File: config.mk
export PLATFORM = sky130hd
export DESIGN_NAME = slwc_lookup
export DESIGN_NICKNAME = d
export VERILOG_FILES = /design/src/rtl/set_assoc_lru_writeback_cache_macros.svh /design/src/rtl/slwc_pkg.sv /design/src/rtl/slwc_lookup.sv
export SDC_FILE = /design/constraint.sdc
export NUM_CORES = 1
export LEC_CHECK = 0
export ABC_CLOCK_PERIOD_IN_PS = 18600
export BUFFER_PORTS_ARGS = -buffer_cell sky130_fd_sc_hd__buf_2
export CORE_AREA = 3 3 261 263
export DETAILED_ROUTE_END_ITERATION = 8
export DIE_AREA = 0 0 264 266
export SYNTH_ARGS = -nofsm -noshare
export SYNTH_HDL_FRONTEND = slang
export SYNTH_SLANG_ARGS = --single-unit
export TNS_END_PERCENT = 100
File: constraint.sdc
create_clock -name vclk -period 18.6
set_input_delay 3.72 -clock vclk [all_inputs]
set_output_delay 3.72 -clock vclk [all_outputs]
set_load 0.01 [all_outputs]
File: src/rtl/set_assoc_lru_writeback_cache_macros.svh
// Assertion macros shared by the cache RTL.
// Needs nothing else; include by bare file name.
`ifndef SET_ASSOC_LRU_WRITEBACK_CACHE_MACROS_SVH
`define SET_ASSOC_LRU_WRITEBACK_CACHE_MACROS_SVH
// same-cycle implication, masked during reset
`define SLWC_ASSERT_NOW(label, clk, rst, ante, cons, msg) \
  label: assert property (@(posedge clk) disable iff (rst) (ante) |-> (cons)) \
    else $error(msg);
// next-cycle implication, masked during reset
`define SLWC_ASSERT_NEXT(label, clk, rst, ante, cons, msg) \
  label: assert property (@(posedge clk) disable iff (rst) (ante) |=> (cons)) \
    else $error(msg);
`endif

File: src/rtl/slwc_pkg.sv
// Types and constants of the set-associative LRU write-back cache directory.
// Used by slwc_lookup and the top module; depends on nothing.
`default_nettype none
package slwc_pkg;
  localparam int DEFAULT_MAX_SETS = 1024;
  localparam int DEFAULT_MAX_WAYS = 8;
  localparam int TAG_W = 30;
  localparam int AGE_W = 3;
  localparam logic [AGE_W-1:0] AGE_MAX = 3'd7;

  localparam logic [1:0] CFG_WAYS   = 2'd0;
  localparam logic [1:0] CFG_INDEX  = 2'd1;
  localparam logic [1:0] CFG_OFFSET = 2'd2;

  localparam logic FUNC_READ  = 1'b0;
  localparam logic FUNC_WRITE = 1'b1;

  localparam logic [1:0] STAT_HIT   = 2'd0;
  localparam logic [1:0] STAT_MISS  = 2'd1;
  localparam logic [1:0] STAT_EVICT = 2'd2;

  localparam logic [3:0] RST_WAYS   = 4'd4;
  localparam logic [3:0] RST_INDEX  = 4'd6;
  localparam logic [2:0] RST_OFFSET = 3'd5;
  localparam logic [2:0] MIN_OFFSET = 3'd2;

  typedef enum logic [1:0] {ST_CLEAR, ST_IDLE, ST_LOOKUP} state_t;

  typedef struct packed {
    logic [AGE_W-1:0] age;
    logic             dirty;
    logic             valid;
    logic [TAG_W-1:0] tag;
  } line_t;

  typedef struct packed {
    logic       hit;
    logic       evict;
    logic [1:0] status;
  } look_t;
endpackage
`default_nettype wire

File: src/rtl/slwc_lookup.sv
// Set update logic: hit search, fill/victim choice, LRU age update, victim address.
// Depends on slwc_pkg.
`default_nettype none
module slwc_lookup #(
  parameter int MAX_WAYS = slwc_pkg::DEFAULT_MAX_WAYS,
  parameter int WC_W = $clog2(MAX_WAYS + 1)
) (
  input  wire logic                                   func,
  input  wire logic [slwc_pkg::TAG_W-1:0]             tag,
  input  wire logic [31:0]                            set_bits,
  input  wire logic [4:0]                             tag_shift,
  input  wire logic [2:0]                             ob,
  input  wire logic [WC_W-1:0]                        ways,
  input  wire slwc_pkg::line_t [MAX_WAYS-1:0]         row,
  output slwc_pkg::line_t      [MAX_WAYS-1:0]         row_next,
  output slwc_pkg::look_t                             look,
  output logic [31:0]                                 victim
);
  localparam int WAY_W = (MAX_WAYS > 1) ? $clog2(MAX_WAYS) : 1;

  logic             hit, found;
  logic [WAY_W-1:0] hit_way, free_way, old_way, way;
  logic [slwc_pkg::AGE_W-1:0] best, a;
  slwc_pkg::line_t [MAX_WAYS-1:0] filled;

  always_comb begin
    hit = 1'b0;
    found = 1'b0;
    hit_way = '0;
    free_way = '0;
    old_way = '0;
    best = '0;
    for (int w = 0; w < MAX_WAYS; w++) begin
      if (w < int'(ways)) begin
        if (!hit && row[w].valid && row[w].tag == tag) begin
          hit = 1'b1;
          hit_way = WAY_W'(w);
        end
        if (!found && !row[w].valid) begin
          found = 1'b1;
          free_way = WAY_W'(w);
        end
        if (row[w].age > best) begin
          best = row[w].age;
          old_way = WAY_W'(w);
        end
      end
    end
  end

  always_comb begin
    look.hit = hit;
    look.evict = 1'b0;
    look.status = slwc_pkg::STAT_HIT;
    victim = '0;
    filled = row;
    if (hit) begin
      way = hit_way;
      if (func == slwc_pkg::FUNC_WRITE) begin
        filled[way].dirty = 1'b1;
      end
    end else begin
      way = found ? free_way : old_way;
      look.status = slwc_pkg::STAT_MISS;
      if (!found && row[old_way].dirty) begin
        look.evict = 1'b1;
        look.status = slwc_pkg::STAT_EVICT;
        victim = ({2'b00, row[old_way].tag} << tag_shift) | (set_bits << ob);
      end
      filled[way].tag = tag;
      filled[way].valid = 1'b1;
      filled[way].dirty = (func == slwc_pkg::FUNC_WRITE);
    end
  end

  // touch: ages not above the accessed way's move up, accessed way becomes youngest
  always_comb begin
    a = filled[way].age;
    row_next = filled;
    if (a != '0) begin
      for (int i = 0; i < MAX_WAYS; i++) begin
        if (i < int'(ways) && filled[i].age <= a && filled[i].age < slwc_pkg::AGE_MAX) begin
          row_next[i].age = filled[i].age + 1'b1;
        end
      end
      row_next[way].age = '0;
    end
  end
endmodule
`default_nettype wire

==> out/qor.csv <==
metric,value,unit
status,"finished, final reports clean",
vias_per_cell,5.76,
gp_congestion,1.01,
drt_pass1_iterations,6,
min_period,18.37,ns
drc,0,
cp_slowest_cell,or4_1,
netlist_instances,1913,
crit_top_cell,ha_1,
peakVddDrop,0.0000882,V
core-area,0.0659,mm2
io_pins,671,
yosysUniqueCellTypes,87,
wirelength,107,mm
grt_usage,0.282,
path_buf_inv,5,
drv_cap,0,
antenna_found_initial,12,
end_kind,output port,
worst_pin_slew,1.06,ns
yosysTopAreaCell,mux2_2,
rsz0062_at_grt,yes,
slew_headroom,0.295,
drive_gt1_frac,0.457,
path_class,in -> out,
synth_top_area_frac,0.216,
grt_pass1_wl,143,mm
hold_end,row_next[31],
seqCellArea,0,um2
seq_area_frac_synth,0,
synth_nets,2314,
die_area,0.0702,mm2
yosys_warnings,0,
nFlopsAndLatches,0,
final_common_cell,buf_2,
synthTopCellsByArea,"mux2_2 22%, xnor2_1 10%, mux2i_1 10%",
first_global_vias,18300,
fmax,54.5,MHz
num_rows,94,
avgSynthCellArea,7.60,um2
cp.required,14.88,ns
fin_nets,2892,
slowest_delay,0.55,ns
die_w,264,um
area_growth,32.0,%
hold_violations,0,
num_vias,19400,
post_drt_wl_per_cell,31.7,um
total_power,1990,uW
detailedRoute.firstIterationViolations,2221,
holdPathStages,4,
hpwl,88.4,mm
worstHoldStart,row[31],
cp.arrival,14.65,ns
finalCritPeriodShare,0.987,
crit_path_max_fanout,43,
hold_path_class,in -> out,
finish.utilization,0.292,
n_clock_buffer,0,
final_cell_mix,"670 x buf_2, 277 x mux2_2, 167 x xnor2_1, 142 x mux2i_1, 107 x nor2_1",
io_buffers,671,
crit_family,compound AO/OA/AOI/OAI gates,
grt_max_degree,45,
slew_viol_final,0,
start_util,0.221,
gr-total-overflow,0,
critPathLaunchType,input port,
die_y,266,um
powerDensity,104,mW/mm2
p_leak,0.00821,uW
finalSetupViolations,0,
syn_area,0.0145,mm2
antenna_left,0,
==> area by class of cell <==
cell class                      instances  area, um2
Tap cell                              864       1080
Multi-Input combinational cell       1683      13900
Antenna cell                            8       20.0
Fill cell                            7242      46700
Timing Repair Buffer                  757       4060
Inverter                               49        184
==> synth_stat cells, drive strengths merged (15+ instances only) <==
cell type / instances
nand2: 104
nor2: 109
clkbuf: 104
nand3: 34
nor4: 42
a2111oi: 31
xor2: 72
a211oi: 21
xnor2: 169
inv: 47
and3: 38
nor3: 22
a22oi: 29
nand4: 79
o211ai: 48
mux2: 279
a31oi: 22
nand2b: 21
a21oi: 77
ha: 46
mux4: 16
mux2i: 146
buf: 77
o22ai: 15
a211o: 31
o21ai: 62
==> worst min-delay path, stage by stage <==
cell and delay, ns:
buf_2 0.09, nand2_1 0.04, o21ai_0 0.06, buf_2 0.13
==> cells by family after synthesis <==
| group | Yosys count | share of synthesized area |
|---|---|---|
| and+or+nand+nor | 528 | 0.193 |
| muxes | 441 | 0.341 |
| AOI/OAI and AO/OA | 424 | 0.211 |
| xor gates and xnor gates | 241 | 0.146 |
| buffers and inverters | 230 | 0.0661 |
| adders and majority gates | 49 | 0.0416 |
==> timing repair <==
item | in CTS | in global routing
hold endpoints to repair | 0 | 0
pin swaps | 1 | 26
setup endpoints to repair | 23 | 134
hold buffers | 0 | 0
resized for setup | 7 | 56
buffers inserted | 1 | 28
==> per-stage QoR <==
| stage | setup slack (ns) | setup TNS, ns | std cells | area [um2] | hold slack [ns] |
|---|---|---|---|---|---|
| 6_report | 0.235 | 0 | 3361 | 19200 | 7.76 |
| 4_1_cts | 0.0328 | 0 | 3325 | 18700 | 7.76 |
| 5_1_grt | -0.0663 | -0.534 | 3356 | 19200 | 7.79 |
| 2_1_floorplan | 0.124 | 0 | 1913 | 14600 | 7.55 |
| 3_5_place_dp | -0.213 | -1.36 | 3324 | 18700 | 7.76 |
| 3_3_place_gp | 0.140 | 0 | 3324 | 18700 | 7.77 |
==> worst max-delay path by stage <==
stage | start | end | depth (start not counted)
3_5_place_dp | row[33] | row_next[207] | 56
6_report | ways[1] | victim[26] | 47
4_1_cts | row[33] | row_next[207] | 57
5_1_grt | ways[1] | victim[29] | 51
3_3_place_gp | row[33] | row_next[209] | 56
2_1_floorplan | ways[3] | row_next[69] | 52
==> where the power goes <==
part           switching (uW)  leakage [uW]  internal [uW]  total (uW)
Sequential                  0             0              0           0
Combinational            1230       0.00821            761        1990
Clock                       0  0.0000000507      0.0000420   0.0000421
Total                    1230       0.00821            761        1990
==> layer usage <==
metal | vias up | share of wire | track usage
met2 | 1297 | 0.45 | 0.461
met3 | 213 | 0.088 | 0.0409
met5 | - | 0.00025 | 0
met4 | 4 | 0.042 | 0.0978
met1 | 9372 | 0.42 | 0.379
li1 | 8465 | - | -
No activity file was read; power rests on OpenSTA's default activity.
