--- src/rtl/set_assoc_lru_writeback_cache_macros.svh ---
// Assertion macros shared by the cache RTL.
// Needs nothing else; include by bare file name.
`ifndef SET_ASSOC_LRU_WRITEBACK_CACHE_MACROS_SVH
`define SET_ASSOC_LRU_WRITEBACK_CACHE_MACROS_SVH
// same-cycle implication, masked during reset
`define SLWC_ASSERT_NOW(label, clk, rst, ante, cons, msg) \
  label: assert property (@(posedge clk) disable iff (rst) (ante) |-> (cons)) \
    else $error(msg);
// next-cycle implication, masked during reset
`define SLWC_ASSERT_NEXT(label, clk, rst, ante, cons, msg) \
  label: assert property (@(posedge clk) disable iff (rst) (ante) |=> (cons)) \
    else $error(msg);
`endif

--- src/rtl/slwc_ram.sv ---
// Generic single-port-write, single-read RAM with registered read data.
// No dependencies.
`default_nettype none
module slwc_ram #(
  parameter int WIDTH = 8,
  parameter int DEPTH = 16,
  parameter int AW = (DEPTH > 1) ? $clog2(DEPTH) : 1
) (
  input  wire logic             clk,
  input  wire logic             wr_en,
  input  wire logic [AW-1:0]    wr_addr,
  input  wire logic [WIDTH-1:0] wr_data,
  input  wire logic             rd_en,
  input  wire logic [AW-1:0]    rd_addr,
  output logic      [WIDTH-1:0] rd_data
);
  logic [WIDTH-1:0] mem [DEPTH];

  always_ff @(posedge clk) begin
    if (wr_en) begin
      mem[wr_addr] <= wr_data;
    end
    if (rd_en) begin
      rd_data <= mem[rd_addr];
    end
  end
endmodule
`default_nettype wire

--- config.mk ---
export PLATFORM = sky130hd
export DESIGN_NAME = slwc_ram
export DESIGN_NICKNAME = d
export VERILOG_FILES = /design/src/rtl/set_assoc_lru_writeback_cache_macros.svh /design/src/rtl/slwc_ram.sv
export SDC_FILE = /design/constraint.sdc
export NUM_CORES = 1
export LEC_CHECK = 0
export BUFFER_PORTS_ARGS = -buffer_cell sky130_fd_sc_hd__buf_4
export CAP_MARGIN = 20
export CORE_MARGIN = 2
export CORE_UTILIZATION = 50
export DETAILED_ROUTE_END_ITERATION = 10
export HOLD_SLACK_MARGIN = 0.12
export PLACE_DENSITY = 0.67
export SYNTH_ARGS = -nofsm -noshare
export SYNTH_HDL_FRONTEND = slang
export SYNTH_SLANG_ARGS = --single-unit
--- constraint.sdc ---
create_clock -name clk -period 2.1 [get_ports clk]
set_clock_uncertainty 0.15 [all_clocks]
set_input_delay 0.315 -clock clk [delete_from_list [all_inputs] [get_ports clk]]
set_output_delay 0.315 -clock clk [all_outputs]
set_load 0.03 [all_outputs]
==> flow_metrics.env, run 1 <==
export IMPL_power_leakage_nw=2.16
export IMPL_finalPower_w=0.00607
export IMPL_hpwlAfterDp_mm=6.22
export IMPL_cts_made_buffers=17
export IMPL_ant_nets=0
export IMPL_synth_top_cells_by_area="edfxtp_1 (78%), mux4_2 (7.8%), mux4_1 (7.0%)"
export IMPL_area_delta_synth_final_pct=21.3
export IMPL_synth_commonest_cells="edfxtp_1 (136), mux4_2 (18), a22oi_1 (16)"
export IMPL_cts_max_level=4
export IMPL_clock_root_buffer="clkbuf_8"
export IMPL_dp_cells=403
export IMPL_worst_pin_slew_ps=385
export IMPL_yosys_warnings=0
export IMPL_arrival_ps=1750
export IMPL_grt_overflow_total=0
export IMPL_synth_top_cell_area_share_pct=78.1
export IMPL_yosysMostFrequentCell="edfxtp_1"
export IMPL_final_cells=444
export IMPL_gp_congestion=0.740
export IMPL_end_kind="register"
export IMPL_critical_path_buf_inv_count=0
export IMPL_clk_pin_slew_worst_paths_ps=60
export IMPL_dieArea_um2=11300
export IMPL_hold_class="input port to register"
export IMPL_firstDrtPassIters=5
export IMPL_synthArstFlopShare_pct=0
export IMPL_drv_cap=0
export IMPL_maxSlewHeadroom_pct=74.4
export IMPL_grt_setup_unrepaired="no"
export IMPL_hold_violations=0
export IMPL_first_iter_violations=198
export IMPL_cts_tree="yes"
export IMPL_yosys_cell_types_count=18
export IMPL_drc=0
export IMPL_avgSynthCellArea_um2=22.8
export IMPL_critPathKind="register to register"
export IMPL_fin_area_um2=6340
export IMPL_grt_total_usage_pct=18.9
export IMPL_via_per_inst=5.62
export IMPL_fin_crit_sh_pct=78.8
export IMPL_synth_cells=229
export IMPL_core_area_um2=10200
export IMPL_synth_seq_cells=136
export IMPL_path_cells="mux4_1 -> a22oi_1 -> nand2_1"
export IMPL_synth_compound_area_share_pct=2.30
export IMPL_setup_tns_ps=0
export IMPL_grt_max_degree=24
export IMPL_synth_top_family_by_area="multiplexers"
export IMPL_clock_fmax_mhz=605
export IMPL_worstPathRequired_ps=2200
export IMPL_wirelength_mm=9.66
export IMPL_synthSimpleGateAreaFrac_pct=3.14
export IMPL_cts_buffer_depth=2
export IMPL_setup_viol=0
export IMPL_path_delay_family="multiplexers"
export IMPL_start_util_pct=51.1
export IMPL_diodes=0
export IMPL_synthMuxAreaShare_pct=14.8
export IMPL_synth_top_area_cell="edfxtp_1"
export IMPL_nFillCells=668
export IMPL_vias=2497
export IMPL_syn_nets=248
export IMPL_grt_pass1_wl_mm=14.9
export IMPL_post_drt_wl_per_cell_um=21.7
export IMPL_peakVddDrop_mv=0.497
export IMPL_worst_setup_path_start_kind="register"
export IMPL_antenna_found_initial=0
export IMPL_rows=37
export IMPL_synth_xor_area_share_pct=0
export IMPL_netlist_area_um2=5230
export IMPL_synth_fa_ha_area_share_pct=0
export IMPL_place_area_um2=5710
export IMPL_grt_pass1_vias=2615
export IMPL_ioPinCount=27
export IMPL_critPathSlowestCell="mux4_1"
export IMPL_synth_edff_count=136
export IMPL_die_h_um=106
export IMPL_fin_nets=314
export IMPL_slew_violations=0
export IMPL_crit_fanout=1
export IMPL_utilization_pct=62.0
export IMPL_portBuffers=26
export IMPL_ys_flop_type="edfxtp_1"
export IMPL_slowest_delay_ps=510
export IMPL_die_x_um=106
export IMPL_synth_seq_area_share_pct=78.1
export IMPL_run_status="completed"
export IMPL_final_layout_size_suffix_gt1_share_pct=31.5
export IMPL_clock_sinks=136
export IMPL_layout_min_cycle_time_ps=1650
export IMPL_clk_latency_ps=510
export IMPL_power_density_nw_per_um2=957
==> layer usage <==
metal  vias up  GRT usage [%]  share of wire [%]
li1       1113              -                  -
met1      1307           25.3                 43
met2        66           30.5                 51
met3        11           4.11                4.1
met4         0           7.33                1.4
met5         -              0                  0
==> state kept, by name, indices dropped and copies added, names as in the netlist <==
register	count
mem	128
rd_data	8
==> layout make-up <==
| type | count | area (um^2) | share of cell area (%) |
|---|---|---|---|
| clock buffer | 17 | 414 | 6.53 |
| clock inverter | 15 | 129 | 2.03 |
| multi-input combinational | 83 | 1060 | 16.7 |
| sequential | 136 | 4080 | 64.4 |
| tap | 136 | 170 | 2.68 |
| timing repair buffer | 57 | 488 | 7.69 |
==> stage by stage <==
step                      hold WS (ps)  setup WS (ps)
after CTS                          157            408
after global placement             471            121
after global routing               170            355
after floorplan                    264            142
after detailed placement           477           89.3
final                              177            446
==> cells in the final DEF, fill, tap and decap left out <==
cell / synthesis / layout
nor2_1: 13 / 13
buf_4: 1 / 45
nand3b_1: 2 / 2
mux4_2: 18 / 18
clkbuf_8: 0 / 1
bufinv_16: 0 / 1
clkinv_2: 0 / 3
edfxtp_1: 136 / 136
clkbuf_16: 0 / 16
buf_12: 0 / 3
inv_6: 0 / 2
nand2b_1: 2 / 2
a22oi_1: 16 / 16
nor2b_1: 1 / 1
clkinv_1: 0 / 2
or3b_2: 1 / 1
nand2_1: 9 / 9
mux4_1: 14 / 14
and2b_1: 1 / 1
and2_1: 1 / 1
dlygate4sd3_1: 0 / 9
nand3_1: 1 / 1
clkinvlp_4: 0 / 2
nor3_1: 4 / 4
clkinv_4: 0 / 5
==> power by group <==
group	switching [W]	leakage (nW)	internal [W]
clock network	0.00109	0.263	0.00157
registers	0.0000176	1.24	0.00306
logic	0.000181	0.662	0.000154
total	0.00129	2.16	0.00478
==> kinds of logic (layout without fill, tap and decap cells) <==
| logic type | Yosys count | after routing |
|---|---|---|
| AOI/OAI and AO/OA | 16 | 16 |
| buffers and inverters | 10 | 89 |
| DFF | 136 | 136 |
| muxes | 32 | 32 |
| and+or+nand+nor | 35 | 35 |
==> worst reg2reg max path: stages, from the launching register on <==
cell,delay (ps)
edfxtp_1,370
mux4_1,510
a22oi_1,290
nand2_1,80
==> what timing repair did <==
| item | in CTS | in global routing |
|---|---|---|
| hold endpoints to repair | 136 | 0 |
| hold buffers | 9 | 0 |
| resized for setup | 0 | 0 |
| setup buffers | 0 | 0 |
==> worst paths after layout <==
kind,from,endpoint,slack (ps),depth (start not counted)
worst max-delay path,mem[10][4],rd_data[4],450,3
worst min-delay path,wr_addr[0],mem[8][5],180,3
worst max register to register,mem[10][4],rd_data[4],450,3
worst min register to register,mem[7][0],rd_data[0],590,3
No activity file was read; power rests on OpenSTA's default activity.
==> run 2: changes to the inputs <==
Clock period 2.1 ns to 1.68 ns, I/O delays scaled along.
==> run 2 against run 1 <==
Against the previous run:
- via count grew 1.5%
- first-iteration DRC count down 7.1%
- count of clock-buffer cells in the layout grew 4
- total power up 29%
==> flow_metrics.env, run 2 (same netlist as run 1, synthesis figures left out) <==
export IMPL_run_status="completed"
export IMPL_die_h_um=106
export IMPL_cts_tree="yes"
export IMPL_grt_setup_unrepaired="no"
export IMPL_grt_max_degree=17
export IMPL_clk_pin_slew_worst_paths_ps=60
export IMPL_hold_class="input port to register"
export IMPL_final_layout_size_suffix_gt1_share_pct=33.5
export IMPL_reg2reg_depth=3
export IMPL_power_density_nw_per_um2=1210
export IMPL_cts_made_buffers=17
export IMPL_preCtsSetupSlack_ps=-333
export IMPL_post_drt_wl_per_cell_um=22.2
export IMPL_clock_sinks=136
export IMPL_fin_crit_sh_pct=97.4
export IMPL_worst_slack_ps=44.3
export IMPL_crit_fanout=1
export IMPL_clock_fmax_mhz=611
export IMPL_reg_top3="mem (128), rd_data (8)"
export IMPL_maxSlewHeadroom_pct=40.5
export IMPL_end_kind="register"
export IMPL_grt_pass1_vias=2629
export IMPL_drv_cap=0
export IMPL_gp_congestion=0.795
export IMPL_r2r_slack_ps=40
export IMPL_largest_reg_flops=128
export IMPL_peakVddDrop_mv=0.658
export IMPL_startpoint="mem[1][2]"
export IMPL_grt_pass1_wl_mm=15.5
export IMPL_fin_area_um2=6470
export IMPL_dieArea_um2=11300
export IMPL_via_per_inst=5.61
export IMPL_slew_violations=0
export IMPL_crit_reg2reg_launch="mem[1][2]"
export IMPL_vias=2534
export IMPL_cts_max_level=4
export IMPL_cts_buffer_depth=2
export IMPL_diodes=0
export IMPL_drc=0
export IMPL_regMostFlops="mem"
export IMPL_hpwlAfterDp_mm=6.66
export IMPL_die_x_um=106
export IMPL_clk_latency_ps=530
export IMPL_min_path_cells=4
export IMPL_arrival_ps=1760
export IMPL_r2r_end="rd_data[2]"
export IMPL_portBuffers=26
export IMPL_power_leakage_nw=2.22
export IMPL_critPathKind="register to register"
export IMPL_fin_nets=322
export IMPL_layout_common_cells="edfxtp_1 (136), buf_4 (50), mux4_2 (18)"
export IMPL_start_util_pct=51.1
export IMPL_clock_root_buffer="clkbuf_8"
export IMPL_rows=37
export IMPL_layout_min_cycle_time_ps=1640
export IMPL_worstPathRequired_ps=1800
export IMPL_antenna_found_initial=0
export IMPL_wirelength_mm=10.0
export IMPL_grt_total_usage_pct=20.0
export IMPL_final_common_cell="edfxtp_1"
export IMPL_area_delta_synth_final_pct=23.8
export IMPL_worst_pin_slew_ps=889
export IMPL_min_from="wr_addr[2]"
export IMPL_setup_viol=0
export IMPL_worst_setup_path_start_kind="register"
export IMPL_hold_violations=0
export IMPL_ioPinCount=27
export IMPL_ant_nets=0
export IMPL_grt_overflow_total=0
export IMPL_core_area_um2=10200
export IMPL_first_iter_violations=184
export IMPL_worstHoldEndpoint="mem[3][7]"
export IMPL_place_area_um2=5770
export IMPL_firstDrtPassIters=4
## run 2: timing repair
action                     4_1_cts  5_1_grt
hold endpoints to repair       168        0
hold buffers                    11        0
gates resized for setup          0        6
setup endpoints to repair        0        6
setup buffers                    0        0
## run 2: cell type report
type | instances | area (um^2)
fillers | 701 | 3760
repair buffers | 65 | 566
clock buffers | 21 | 429
well taps | 136 | 170
clock inverters | 11 | 130
multi-input cells | 83 | 1090
flip-flops and latches | 136 | 4080
## run 2: power breakdown
group	internal, W	switching, W	total (W)	leakage [nW]
clock	0.00223	0.00129	0.00352	0.274
sequential	0.00382	0.0000212	0.00385	1.24
combinational	0.000209	0.000241	0.000449	0.709
total	0.00627	0.00155	0.00782	2.22
## run 2: per-layer routing
layer / up-vias / GRT usage, % / wire length (um)
met3: 15 / 6.13 / 600
met1: 1308 / 28.1 / 4390
li1: 1129 / - / -
met2: 82 / 29.9 / 4910
met4: 0 / 7.42 / 127
met5: - / 0 / 0
## run 2: stage by stage
| step | utilization (%) | power (W) | instances | hold WS, ps | setup TNS [ps] |
|---|---|---|---|---|---|
| detailed placement | 56.4 | 0.00434 | 409 | 413 | -3450 |
| CTS | 63.0 | 0.00787 | 452 | 159 | 0 |
| finish | 63.3 | 0.00782 | 452 | 182 | 0 |
| global placement | 56.4 | 0.00433 | 409 | 404 | -2960 |
| global route | 63.3 | 0.00806 | 452 | 180 | 0 |
| floorplan | - | 0.00414 | 229 | 201 | 0 |
## run 2: worst max path at each step
stage | end | slack [ps] | cells past startpoint
after global routing | rd_data[3] | 4 | 3
after floorplan | rd_data[1] | 2 | 5
after detailed placement | rd_data[5] | -330 | 5
after CTS | rd_data[0] | 20 | 3
final | rd_data[2] | 40 | 3
after global placement | rd_data[5] | -360 | 5
## run 2: critical path, cell delays in order (launching register included)
cell and delay [ps]:
edfxtp_1 360, mux4_1 560, a22oi_2 220, nand2_1 90
==> run 3: changes to the inputs <==
--- a/config.mk
+++ b/config.mk
@@ -10,6 +10,6 @@
 export CORE_MARGIN = 2
-export CORE_UTILIZATION = 50
+export CORE_UTILIZATION = 60
 export DETAILED_ROUTE_END_ITERATION = 10
 export HOLD_SLACK_MARGIN = 0.12
-export PLACE_DENSITY = 0.67
+export PLACE_DENSITY = 0.78
 export SYNTH_ARGS = -nofsm -noshare
==> constraint.sdc (replaced) <==
create_clock -name clk -period 1.68 [get_ports clk]
set_clock_uncertainty 0.15 [all_clocks]
set_input_delay 0.168 -clock clk [delete_from_list [all_inputs] [get_ports clk]]
set_output_delay 0.168 -clock clk [all_outputs]
set_load 0.03 [all_outputs]
==> run 3 against run 2 <==
Against the previous run:
- combinational power up 2%
- die area decreased by 16%
- global-route usage is 3.5 points higher
- cell area fell by 0.31%
- total power increased by 0.51%
- worst hold slack worse by 22 ps
- critical path depth rose by 2
- largest cell class unchanged
==> flow_metrics.env, run 3 (same netlist as run 1, synthesis figures left out) <==
export IMPL_run_status="completed"
export IMPL_dp_cells=379
export IMPL_worstHoldEndpoint="mem[15][4]"
export IMPL_fin_crit_sh_pct=99.5
export IMPL_worst_slack_ps=8.83
export IMPL_preCtsSetupSlack_ps=-216
export IMPL_area_delta_synth_final_pct=23.4
export IMPL_setup_viol=0
export IMPL_largest_reg_flops=128
export IMPL_worst_setup_path_start_kind="input port"
export IMPL_gp_congestion=0.757
export IMPL_drc=0
export IMPL_die_x_um=97.3
export IMPL_core_area_um2=8590
export IMPL_cts_setup_buffers=0
export IMPL_min_from="wr_addr[2]"
export IMPL_met2_usage_pct=36.4
export IMPL_grt_total_usage_pct=23.4
export IMPL_grt_pass1_wl_mm=15.5
export IMPL_vias=2680
export IMPL_firstDrtPassIters=5
export IMPL_clk_pin_slew_worst_paths_ps=60
export IMPL_cts_max_level=4
export IMPL_start_util_pct=60.8
export IMPL_clk_latency_ps=520
export IMPL_crit_top_cell="dlygate4sd3_1"
export IMPL_r2r_slack_ps=40
export IMPL_slowest_delay_ps=570
export IMPL_final_common_cell="edfxtp_1"
export IMPL_power_density_nw_per_um2=1220
export IMPL_arrival_ps=1740
export IMPL_ant_nets=0
export IMPL_worst_pin_slew_ps=787
export IMPL_grt_max_degree=19
export IMPL_slew_violations=0
export IMPL_dieArea_um2=9480
export IMPL_cts_tree="yes"
export IMPL_critPathSlowestCell="dlygate4sd3_1"
export IMPL_regMostFlops="mem"
export IMPL_final_layout_size_suffix_gt1_share_pct=34.1
export IMPL_r2r_end="rd_data[1]"
export IMPL_hold_violations=0
export IMPL_path_cells="dlygate4sd3_1 -> buf_4 -> nor3_2 -> dlygate4sd3_1 -> buf_6"
export IMPL_worstPathRequired_ps=1750
export IMPL_via_per_inst=6.31
export IMPL_maxSlewHeadroom_pct=47.4
export IMPL_die_h_um=97.3
export IMPL_layout_common_cells="edfxtp_1 (136), buf_4 (47), mux4_2 (21)"
export IMPL_grt_overflow_total=0
export IMPL_end_kind="register"
export IMPL_grt_pass1_vias=2641
export IMPL_diodes=0
export IMPL_post_drt_wl_per_cell_um=24.4
export IMPL_antenna_found_initial=0
export IMPL_clock_fmax_mhz=598
export IMPL_grt_use_met3_pct=8.92
export IMPL_finalPower_w=0.00786
export IMPL_nFillCells=477
export IMPL_clock_sinks=136
export IMPL_crit_reg2reg_launch="mem[3][1]"
export IMPL_layout_min_cycle_time_ps=1670
export IMPL_portBuffers=26
export IMPL_peakVddDrop_mv=0.821
export IMPL_cts_buffer_depth=2
export IMPL_min_path_cells=4
export IMPL_hpwlAfterDp_mm=6.05
export IMPL_rows=34
export IMPL_crit_fanout=8
export IMPL_drv_cap=0
export IMPL_busiest_layer="met2"
export IMPL_ioPinCount=27
export IMPL_critPathKind="input port to register"
export IMPL_clock_root_buffer="clkbuf_8"
export IMPL_use_met1_pct=30.8
export IMPL_reg2reg_depth=3
export IMPL_reg_top3="mem (128), rd_data (8)"
export IMPL_final_cells=425
export IMPL_first_iter_violations=340
export IMPL_hold_class="input port to register"
export IMPL_wirelength_mm=10.4
export IMPL_fin_nets=323
export IMPL_grt_setup_unrepaired="yes"
export IMPL_cts_made_buffers=17
export IMPL_whs_ps=160
export IMPL_power_leakage_nw=2.21
[run 3: changes by cell type in the layout (fill, tap and decap cells not counted)]
| cell | before | now |
|---|---|---|
| clkinv_4 | 0 | 4 |
| clkinv_2 | 5 | 2 |
| mux4_1 | 14 | 11 |
| dlygate4sd3_1 | 11 | 14 |
| buf_4 | 50 | 47 |
| mux4_2 | 18 | 21 |
| buf_12 | 4 | 3 |
| clkbuf_1 | 4 | 1 |
| clkinv_1 | 2 | 4 |
| buf_6 | 0 | 2 |
[run 3: how the worst max path moves through the flow]
stage	from	end	slack, ps	depth (start not counted)
after floorplan	rd_addr[0]	rd_data[1]	80	5
after detailed placement	rd_addr[0]	rd_data[7]	-220	6
after global routing	mem[0][2]	rd_data[2]	-0.5	3
final	wr_addr[1]	mem[0][6]	9	5
after global placement	rd_addr[0]	rd_data[7]	-210	6
after CTS	mem[9][2]	rd_data[2]	4	3
[run 3: worst max-delay path, delay by kind of cell]
family | cells | cell delay, ps
AND/OR/NAND/NOR | 1 | 150
buffers and inverters | 4 | 1410
[run 3: final cells by class]
cell class,instances,area [um^2],share of cell area [%]
Clock buffer,18,418,6.48
Timing Repair Buffer,66,576,8.92
Multi-Input combinational cell,83,1080,16.8
Clock inverter,14,158,2.44
Sequential cell,136,4080,63.3
Tap cell,108,135,2.09
[run 3: layer usage]
layer	vias to the layer above	wire length [um]
li1	1130	-
met1	1373	3980
met2	164	5250
met3	13	1010
met4	0	143
met5	-	0
[run 3: report_power, final]
part	switching, W	internal [W]
registers	0.0000218	0.00382
logic	0.000246	0.000211
clock network	0.00131	0.00224
total	0.00158	0.00627
[run 3: metrics by stage]
| step | cell area, um^2 | setup TNS [ps] | util [%] |
|---|---|---|---|
| floorplan | 5230 | 0 | - |
| global placement | 5710 | -924 | 66.4 |
| detailed placement | 5710 | -1190 | 66.4 |
| CTS | 6440 | 0 | 74.9 |
| global route | 6450 | -0.545 | 75.1 |
| finish | 6450 | 0 | 75.1 |
[run 3: repair_timing]
action                                 4_1_cts  5_1_grt
setup endpoints to repair                    3       13
pin swaps                                    1        0
endpoints found under the hold margin      172        0
hold buffers                                14        0
gates resized for setup                      3        8
